$ cat src/rtl/ilu_pkg.sv
// Shared types, constants and fixed-point helpers for the iterative lens undistortion unit.
// Used by every module of the block; no dependencies.
`timescale 1ns / 1ps
package ilu_pkg;

  localparam int ILU_ITERATIONS = 5;
  localparam int FRAC_BITS      = 20;
  localparam int DIV_BITS       = 41;
  localparam int ITER_STAGES    = 8;

  typedef logic signed [31:0] word_t;

  typedef enum logic [2:0] {
    REG_FOCAL_X = 3'd0,
    REG_FOCAL_Y = 3'd1,
    REG_CENTER_X = 3'd2,
    REG_CENTER_Y = 3'd3,
    REG_K1 = 3'd4,
    REG_K2 = 3'd5,
    REG_P1 = 3'd6,
    REG_P2 = 3'd7
  } cfg_reg_t;

  typedef struct packed {
    logic [19:0] pixel_u;
    logic [19:0] pixel_v;
  } in_req_t;

  typedef struct packed {
    logic signed [23:0] norm_x;
    logic signed [23:0] norm_y;
    logic               saturated;
  } out_res_t;

  typedef struct packed {
    logic [23:0]         rem;
    logic [DIV_BITS-1:0] nq;
    logic                neg;
  } div_lane_t;

  typedef struct packed {
    div_lane_t x;
    div_lane_t y;
  } div_pair_t;

  typedef struct packed {
    word_t ex;
    word_t ey;
    word_t mx;
    word_t my;
  } est_t;

  typedef struct packed {
    logic signed [23:0] k1;
    logic signed [23:0] k2;
    logic signed [23:0] p1;
    logic signed [23:0] p2;
  } coef_t;

  localparam logic signed [47:0] W_MAX = 48'sd2147483647;
  localparam logic signed [47:0] W_MIN = -48'sd2147483648;
  localparam logic signed [47:0] ONE_Q20 = 48'sd1048576;

  function automatic logic signed [43:0] qround(input logic signed [63:0] p);
    logic signed [63:0] s;
    s = p + 64'sd524288;
    return s[63:20];
  endfunction

  function automatic word_t clampw(input logic signed [47:0] v);
    if (v > W_MAX) return word_t'(W_MAX);
    if (v < W_MIN) return word_t'(W_MIN);
    return v[31:0];
  endfunction

endpackage

$ cat src/rtl/ilu_div_cell.sv
// One restoring-division cell: develops one quotient bit for both coordinates.
// Depends on ilu_pkg.
`timescale 1ns / 1ps
module ilu_div_cell
  import ilu_pkg::*;
(
  input  logic        clk,
  input  logic        rst_n,
  input  logic        in_valid,
  input  div_pair_t   in_pair,
  input  logic [23:0] div_x,
  input  logic [23:0] div_y,
  output logic        out_valid,
  output div_pair_t   out_pair
);

  function automatic div_lane_t step(input div_lane_t l, input logic [23:0] d);
    div_lane_t  r;
    logic [24:0] t;
    logic        ge;
    t  = {l.rem, l.nq[DIV_BITS-1]};
    ge = t >= {1'b0, d};
    r.rem = ge ? 24'(t - {1'b0, d}) : t[23:0];
    r.nq  = {l.nq[DIV_BITS-2:0], ge};
    r.neg = l.neg;
    return r;
  endfunction

  logic      valid_r;
  div_pair_t pair_r;
  div_pair_t pair_nxt;

  assign pair_nxt.x = step(in_pair.x, div_x);
  assign pair_nxt.y = step(in_pair.y, div_y);

  always_ff @(posedge clk) begin
    if (!rst_n) begin
      valid_r <= 1'b0;
    end else begin
      valid_r <= in_valid;
    end
    pair_r <= pair_nxt;
  end

  assign out_valid = valid_r;
  assign out_pair  = pair_r;

endmodule

$ cat config.mk
export PLATFORM = sky130hd
export DESIGN_NAME = ilu_div_cell
export DESIGN_NICKNAME = d
export VERILOG_FILES = /design/src/rtl/ilu_pkg.sv /design/src/rtl/ilu_div_cell.sv
export SDC_FILE = /design/constraint.sdc
export NUM_CORES = 1
export LEC_CHECK = 0
export BUFFER_PORTS_ARGS = -buffer_cell sky130_fd_sc_hd__buf_4
export CORE_AREA = 4 4 129 143
export CTS_CLUSTER_SIZE = 25
export DETAILED_ROUTE_END_ITERATION = 8
export DIE_AREA = 0 0 133 147
export MAX_ROUTING_LAYER = met4
export PLACE_DENSITY_LB_ADDON = 0.15
export SLEW_MARGIN = 20
export SYNTH_ARGS = -nofsm -noshare
export SYNTH_HDL_FRONTEND = slang
export SYNTH_SLANG_ARGS = --single-unit
$ cat constraint.sdc
create_clock -name clk -period 4.4 [get_ports clk]
set_input_delay 0.44 -clock clk [delete_from_list [all_inputs] [get_ports clk]]
set_output_delay 0.44 -clock clk [all_outputs]
set_load 0.02 [all_outputs]
==> flow_summary_export.csv, run 1 <==
group,metric,value,unit
finish,final_nets,1196,
run_status,status,"complete, no violations",
synth,async_reset_ff_share,0,%
worst_setup_path,cp-end-kind,"flop",
die,die-area,19600,sq um
sta,tns,0,ns
worst_setup_path,crit_path_frequent_cell,"buf_4",
route,dr.pass1.iters,4,
synth,synth-main-ff-cell,"dfxtp_1",
global_route,grt_max_degree,34,
die,pin_count,316,
clocking,clockRootBuffer,"clkbuf_16",
worst_setup_path,cp_max_fo,23,
sta,worst_slew_margin_rel,43.6,%
die,dieWidth,133,um
global_route,gr-max-usage-layer,"met2",
clocking,cts_tree,"done",
clocking,h-tree-depth,4,
hold_path,hold_path.class,"in2reg",
route,routed_wl,18600,um
sta,fin_crit_sh,62.8,%
placement,gp_congestion,0.856,
finish,fillCellCount,1633,
die,rows,50,
clocking,cts_setup_buffers,0,
placement,dp.final_hpwl,15600,um
clocking,cts_inserted_buffers,17,
synth,syn-num-nets,875,
worst_setup_path,worstSetupPathType,"in2reg",
worst_setup_path,cp_cell_sequence,"buf_4 > ha_1 > a21o_1 > or3_1 > o21ba_2 > o21ai_2 > a2111oi_2 > nor3_4 > buf_4 > o21ai_0",
global_route,grt_pass1_vias,5496,
sta,period_minus_slack,2.77,ns
worst_setup_path,crit_family,"simple AND/OR/NAND/NOR gates",
power,p_total,3.77,mW
worst_setup_path,cp_slowest_stage_delay,0.67,ns
global_route,grtUsageTotal,19.2,%
synth,synth_cells,642,
sta,max_clock_freq,362,MHz
route,post_drt_wl_per_cell,15.4,um
worst_setup_path,cp_slowest_cell,"nor3_4",
synth,synth_area,5880,sq um
worst_setup_path,critPathLaunchType,"input pin",
sta,grt_setup_unrepaired,"false",
clocking,ctsResizeCount,0,
run,cap_violations,0,
clocking,cts-hold-fix-buffers,0,
global_route,grt_use_met2,31.7,%
die,initial_utilization,34.7,%
finish,area.growth.synth_to_final,54.2,%
global_route,grt_use_met3,5.72,%
sta,setup_viol,0,
clocking,clockBufferDepth,2,
die,core,17000,sq um
finish,num_antenna_cells,0,
worst_setup_path,worstPathArrival,3.05,ns
synth,synth_edf_count,0,
sta,final_max_slew_viol_count,0,
clocking,clk_pin_slew,0.06,ns
sta,worst_pin_slew,0.843,ns
route,first_iter_violations,257,
route,postRouteAntennaNets,0,
placement,io_buffer_count,315,
global_route,grt_util_met1,22.2,%
finish,layout_commonest_cell,"buf_4",
synth,ys_warn_count,0,
synth,syn_area_per_cell,9.16,sq um
clocking,clock-sinks,133,
global_route,grt_antenna_before_repair,0,
finish,drive_above_1_share,37.9,%
power,p_leak,4.53,nW
synth,yosys.cell_types.count,59,
global_route,overflow,0,
finish,layout_common_cells,"buf_4, dfxtp_1, nand2_1",
synth,seq_area_frac_synth,45.3,%
worst_setup_path,cp.required,4.69,ns
worst_setup_path,cp_num_buf_inv,2,
power,p_per_area,416,nW/um^2
die,die_h,147,um
power,peakVddDrop,274,uV
synth,ys_ff_latch,133,
sta,hold_violations,0,
global_route,grt_pass1_wl,28900,um
route,dr_total_vias,5521,
route,drc_errors,0,
route,drt-vias-per-instance,4.57,
[layer usage]
metal | routed length, um | part of all wire [%]
met1 | 7780 | 42
met2 | 9190 | 49
met3 | 1370 | 7.3
met4 | 314 | 1.7
met5 | 0 | 0
[logic make-up (layout without fill, tap and decap cells)]
group	Yosys count	after routing	share of synthesized area (%)
adders and majority gates	50	50	10.9
and+or+nand+nor	160	160	12.7
AOI/OAI and AO/OA	182	182	20.1
xor gates and xnor gates	34	34	5.06
buffers and inverters	81	414	5.64
muxes	2	2	0.447
DFF	133	133	45.3
[final cells by class]
class / count / area, sq um / area share, %
inverters: 64 / 240 / 2.65
well taps: 234 / 293 / 3.23
repair buffers: 319 / 2390 / 26.4
clock buffers: 18 / 429 / 4.73
flip-flops and latches: 133 / 2660 / 29.3
multi-input cells: 428 / 2900 / 32.0
clock inverters: 13 / 150 / 1.65
[report_power, final]
group          switching (mW)  internal, mW  total (mW)  leakage [nW]
clock                   0.556         0.841        1.40         0.283
combinational           0.532         0.465       0.997          3.12
sequential             0.0386          1.34        1.38          1.12
[per-stage QoR]
step | utilization, % | hold slack, ns | cell area, sq um | instances | setup WS [ns]
floorplan | - | 0.468 | 5880 | 642 | 1.89
global placement | 50.1 | 0.544 | 8490 | 1178 | 1.21
detailed placement | 50.1 | 0.545 | 8490 | 1178 | 1.17
CTS | 53.5 | 0.105 | 9070 | 1209 | 1.59
global route | 53.5 | 0.102 | 9070 | 1209 | 1.41
finish | 53.5 | 0.127 | 9070 | 1209 | 1.63
[path summary, 6_finish.rpt]
kind                    start                   end  cells after the start
hold / removal    in_pair[16]  out_pair[17]$_DFF_P_                      1
setup / recovery  in_pair[47]  out_pair[52]$_DFF_P_                     10
[cells in the mapped netlist, types with 9 or more instances]
cell type | number | area (sq um)
dfxtp_1 | 133 | 2660
nand2_1 | 74 | 278
inv_1 | 63 | 236
o21ai_0 | 59 | 295
ha_1 | 48 | 601
a21oi_1 | 36 | 180
nor2_1 | 31 | 116
a21o_1 | 18 | 135
xnor2_1 | 17 | 149
xor2_1 | 17 | 149
nand3_1 | 11 | 55.1
o21a_1 | 9 | 67.6
o21bai_1 | 9 | 67.6
[flip-flops by register name, summed over array words and instances (netlist names)]
register   count
out_pair     132
out_valid      1
(Power assumes the default switching activity.)
==> inputs of run 2 (changes only) <==
==> constraint.sdc (replaced) <==
create_clock -name clk -period 2.3 [get_ports clk]
set_input_delay 0.23 -clock clk [delete_from_list [all_inputs] [get_ports clk]]
set_output_delay 0.23 -clock clk [all_outputs]
set_load 0.02 [all_outputs]
==> flow_summary_export.csv, run 2 (same netlist as run 1, synthesis figures left out) <==
group,metric,value,unit
global_route,grt_antenna_before_repair,0,
route,first_iter_violations,244,
sta,grt_setup_unrepaired,"false",
power,p_per_area,718,nW/um^2
finish,layout_common_cells,"buf_4, dfxtp_1, dlygate4sd3_1",
worst_setup_path,worstSetupPathType,"in2reg",
sta,final_max_slew_viol_count,0,
global_route,grt_max_degree,23,
sta,worst_slew_margin_rel,71.9,%
worst_setup_path,cp_slowest_stage_delay,0.37,ns
clocking,cts_tree,"done",
finish,drive_above_1_share,40.7,%
finish,layout_commonest_cell,"buf_4",
worst_setup_path,worstPathArrival,2.47,ns
route,drc_errors,0,
run,cap_violations,0,
clocking,clockRootBuffer,"clkbuf_16",
route,postRouteAntennaNets,0,
global_route,grt_pass1_wl,33800,um
worst_setup_path,cp.required,2.62,ns
worst_setup_path,crit_path_frequent_cell,"buf_4",
finish,fin_util,63.1,%
sta,worst_pin_slew,0.418,ns
finish,fillCellCount,1456,
placement,gp_congestion,0.860,
die,dieWidth,133,um
sta,period_minus_slack,2.15,ns
clocking,h-tree-depth,4,
route,post_drt_wl_per_cell,15.3,um
finish,multi_input_area,2920,sq um
finish,final_cells,1393,
power,peakVddDrop,481,uV
global_route,overflow,0,
worst_setup_path,crit_family,"compound AO/OA/AOI/OAI gates",
die,die_h,147,um
clocking,clock-sinks,133,
clocking,clk_pin_slew,0.06,ns
global_route,grt_pass1_vias,6549,
route,routed_wl,21400,um
route,dr_total_vias,6288,
die,rows,50,
clocking,cts_inserted_buffers,17,
sta,setup_viol,0,
placement,io_buffer_count,315,
worst_setup_path,cp_cell_sequence,"buf_4 > ha_1 > buf_4 > o21ai_0 > a21oi_2 > nor4b_2 > nor3_1 > a311oi_2 > buf_4 > o21ai_1 > and3_1 > o31ai_1",
die,die-area,19600,sq um
placement,dp_slack,-0.295,ns
worst_setup_path,cp_num_buf_inv,3,
sta,max_clock_freq,465,MHz
finish,num_antenna_cells,0,
die,initial_utilization,34.7,%
global_route,grtUsageTotal,22.3,%
run_status,status,"complete, no violations",
die,core,17000,sq um
power,p_leak,5.36,nW
worst_setup_path,critPathLaunchType,"input pin",
route,drt-vias-per-instance,4.51,
worst_setup_path,cp_max_fo,6,
clocking,clockBufferDepth,2,
route,dr.pass1.iters,4,
finish,final_nets,1380,
worst_setup_path,cp_slowest_cell,"ha_1",
finish,largest_reg_flops,132,
sta,fin_crit_sh,93.5,%
placement,dp.cells,1277,
placement,dp.final_hpwl,16400,um
hold_path,hold_path.class,"in2reg",
die,pin_count,316,
worst_setup_path,cp-end-kind,"flop",
finish,register_area,2660,sq um
power,p_total,7.68,mW
sta,hold_violations,0,
sta,setup_ws,0.150,ns
finish,area.growth.synth_to_final,81.7,%
==> run 2: tightest hold or removal path: stages <==
cell and delay [ns]:
buf_4 0.09, nand2_1 0.04, o21ai_0 0.05
==> run 2: final cells by class <==
| cell class | count | share of cell area (%) |
|---|---|---|
| clock buffer | 17 | 3.98 |
| timing repair buffer | 503 | 37.3 |
| clock inverter | 14 | 1.56 |
| multi-input combinational | 428 | 27.3 |
| sequential | 133 | 24.9 |
| tap | 234 | 2.74 |
| inverter | 64 | 2.25 |
==> run 2: routing by layer <==
metal	GRT usage, %	share of wire, %	vias to the layer above
li1	-	-	3227
met1	24.6	40	2825
met2	39.5	52	199
met3	4.73	5.6	37
met4	8.47	2.5	0
met5	-	0	-
==> run 2: stage by stage <==
stage | TNS (ns) | instance area, sq um | hold WS [ns]
2_1_floorplan | 0 | 5890 | 0.258
3_3_place_gp | -6.04 | 9250 | 0.334
3_5_place_dp | -7.81 | 9250 | 0.335
4_1_cts | 0 | 10700 | 0.00159
5_1_grt | 0 | 10700 | 0.00707
6_report | 0 | 10700 | 0.0159
==> run 2: repair_timing <==
item	CTS	global route
setup endpoints to repair	0	5
resized for setup	0	2
hold buffers	84	0
hold endpoints to repair	84	0
setup buffers	0	1
==> run 2: worst paths after layout <==
path / start / to / slack (ns) / cells past startpoint
max: in_pair[110] / out_pair[128]$_DFF_P_ / 0.15 / 12
min: in_pair[116] / out_pair[117]$_DFF_P_ / 0.02 / 3
==> run 2: power by group <==
group          total, mW  internal [mW]  switching, mW
clock network       2.76           1.63           1.13
registers           2.64           2.56         0.0779
logic               2.28           1.16           1.12
==> inputs of run 3 (changes only) <==
--- a/config.mk
+++ b/config.mk
@@ -6,10 +6,10 @@
 export NUM_CORES = 1
 export LEC_CHECK = 0
 export BUFFER_PORTS_ARGS = -buffer_cell sky130_fd_sc_hd__buf_4
-export CORE_AREA = 4 4 129 143
+export CORE_AREA = 4 4 120 133
 export CTS_CLUSTER_SIZE = 25
 export DETAILED_ROUTE_END_ITERATION = 8
-export DIE_AREA = 0 0 133 147
+export DIE_AREA = 0 0 124 137
 export MAX_ROUTING_LAYER = met4
 export PLACE_DENSITY_LB_ADDON = 0.15
 export SLEW_MARGIN = 20
==> constraint.sdc (replaced) <==
create_clock -name clk -period 2.3 [get_ports clk]
set_input_delay 0 -clock clk [delete_from_list [all_inputs] [get_ports clk]]
set_output_delay 0 -clock clk [all_outputs]
set_load 0.02 [all_outputs]
==> flow_summary_export.csv, run 3 (same netlist as run 1, synthesis figures left out) <==
group,metric,value,unit
finish,layout_commonest_cell,"buf_4",
worst_setup_path,cp-end-kind,"flop",
finish,drive_above_1_share,37.1,%
worst_setup_path,cp.required,2.60,ns
finish,layout_common_cells,"buf_4, dlygate4sd3_1, dfxtp_1",
clocking,cts_inserted_buffers,17,
power,p_leak,5.33,nW
hold_path,hold_path_depth,5,
power,p_total,7.59,mW
die,initial_utilization,40.7,%
global_route,overflow,0,
placement,gp_congestion,0.863,
power,switching_share,31.7,%
sta,fin_crit_sh,102,%
finish,largest_reg_flops,132,
power,pwr-share-comb,30.6,%
clocking,cts_tree,"done",
global_route,grt_max_degree,22,
sta,worst_slew_margin_rel,77.1,%
finish,area.growth.synth_to_final,84.7,%
placement,post_dp_cell_area,8740,sq um
sta,hold_violations,0,
sta,final_max_slew_viol_count,0,
sta,setup_ws,-0.0492,ns
finish,num_antenna_cells,0,
sta,worst_pin_slew,0.339,ns
power,p_int,5.19,mW
route,dr.pass1.iters,4,
route,postRouteAntennaNets,0,
route,first_iter_violations,333,
route,drt-vias-per-instance,4.89,
placement,io_buffer_count,315,
hold_path,holdPathEnd,"out_pair[1]$_DFF_P_",
route,dr_total_vias,6593,
hold_path,hold_start,"in_pair[65]",
power,p_seq_share,34.9,%
sta,tns,-0.0596,ns
die,dieWidth,124,um
finish,postLayoutCellArea,10900,sq um
route,drc_errors,0,
global_route,grt_pass1_vias,6841,
power,clkPwrFrac,34.5,%
power,power.switching,2.40,mW
worst_setup_path,critPathLaunchType,"input pin",
global_route,grt_pass1_wl,34500,um
clocking,h-tree-depth,4,
route,routed_wl,23000,um
global_route,grt_antenna_before_repair,0,
run_status,violations,"negative setup slack",
sta,period_minus_slack,2.35,ns
clocking,clk_pin_slew,0.06,ns
power,p_per_area,698,nW/um^2
worst_setup_path,worstSetupPathType,"in2reg",
placement,dp.final_hpwl,15600,um
worst_setup_path,cp_max_fo,5,
die,die-area,17000,sq um
sta,setup_viol,2,
die,rows,46,
clocking,clockRootBuffer,"clkbuf_16",
sta,max_clock_freq,426,MHz
placement,dp_slack,-0.0898,ns
sta,grt_setup_unrepaired,"true",
power,peakVddDrop,467,uV
clocking,clockBufferDepth,2,
global_route,grtUsageTotal,27.3,%
worst_setup_path,worstPathArrival,2.64,ns
run,cap_violations,0,
die,core,14400,sq um
hold_path,hold_path.class,"in2reg",
die,pin_count,316,
run_status,status,"finished with violations",
route,post_drt_wl_per_cell,17.1,um
die,die_h,137,um
clocking,clock-sinks,133,
finish,final_nets,1376,
-- run 3: power by group through the flow --
| stage | clock network (mW) | registers (mW) | logic, mW |
|---|---|---|---|
| after floorplan | 0 | 3.01 | 0.743 |
| after global placement | 0 | 2.69 | 2.00 |
| after detailed placement | 0 | 2.69 | 2.01 |
| after CTS | 2.66 | 2.64 | 2.22 |
| after global routing | 2.78 | 2.67 | 2.50 |
| final | 2.62 | 2.65 | 2.32 |
-- run 3: timing repair --
| item | in CTS | in global routing |
|---|---|---|
| buffers inserted | 0 | 3 |
| setup endpoints to repair | 0 | 41 |
| hold endpoints to repair | 132 | 0 |
| gates resized for setup | 0 | 28 |
| hold buffers | 137 | 0 |
-- run 3: how the worst max path moves through the flow --
stage	from	end	slack, ns
5_1_grt	in_pair[118]	out_pair[130]$_DFF_P_	-0.09
3_3_place_gp	in_pair[107]	out_pair[130]$_DFF_P_	-0.02
6_report	in_pair[118]	out_pair[130]$_DFF_P_	-0.05
4_1_cts	in_pair[123]	out_pair[116]$_DFF_P_	0.007
3_5_place_dp	in_pair[107]	out_pair[130]$_DFF_P_	-0.09
2_1_floorplan	div_x[15]	out_pair[123]$_DFF_P_	0.23
-- run 3: final cells by class --
class / count / area (sq um)
fill: 1008 / 3580
tap: 192 / 240
timing repair buffer: 499 / 4130
clock inverter: 14 / 135
clock buffer: 18 / 439
sequential: 133 / 2660
multi-input combinational: 428 / 3020
inverter: 64 / 240
-- run 3: worst max-delay path, stage by stage --
cell	delay [ns]
dlygate4sd3_1	0.55
buf_4	0.16
ha_1	0.29
nand2_1	0.12
nor4_2	0.35
nand4_1	0.15
o211ai_1	0.14
a211o_1	0.22
a41oi_4	0.05
buf_12	0.16
buf_6	0.11
and2_1	0.15
a41o_1	0.19
-- run 3: per-stage QoR --
stage	std cells	hold WS, ns	util (%)
after global routing	1348	0.144	75.2
after CTS	1345	0.0633	74.0
final	1348	0.110	75.2
after floorplan	642	0.0277	-
after detailed placement	1176	0.106	60.5
after global placement	1176	0.104	60.5
-- run 3: routing by layer --
layer | global-route usage, % | wire length (um) | up-vias
li1 | - | - | 3229
met3 | 8.60 | 1940 | 58
met5 | - | 0 | -
met1 | 26.9 | 8200 | 3035
met2 | 49.3 | 12100 | 271
met4 | 11.3 | 743 | 0
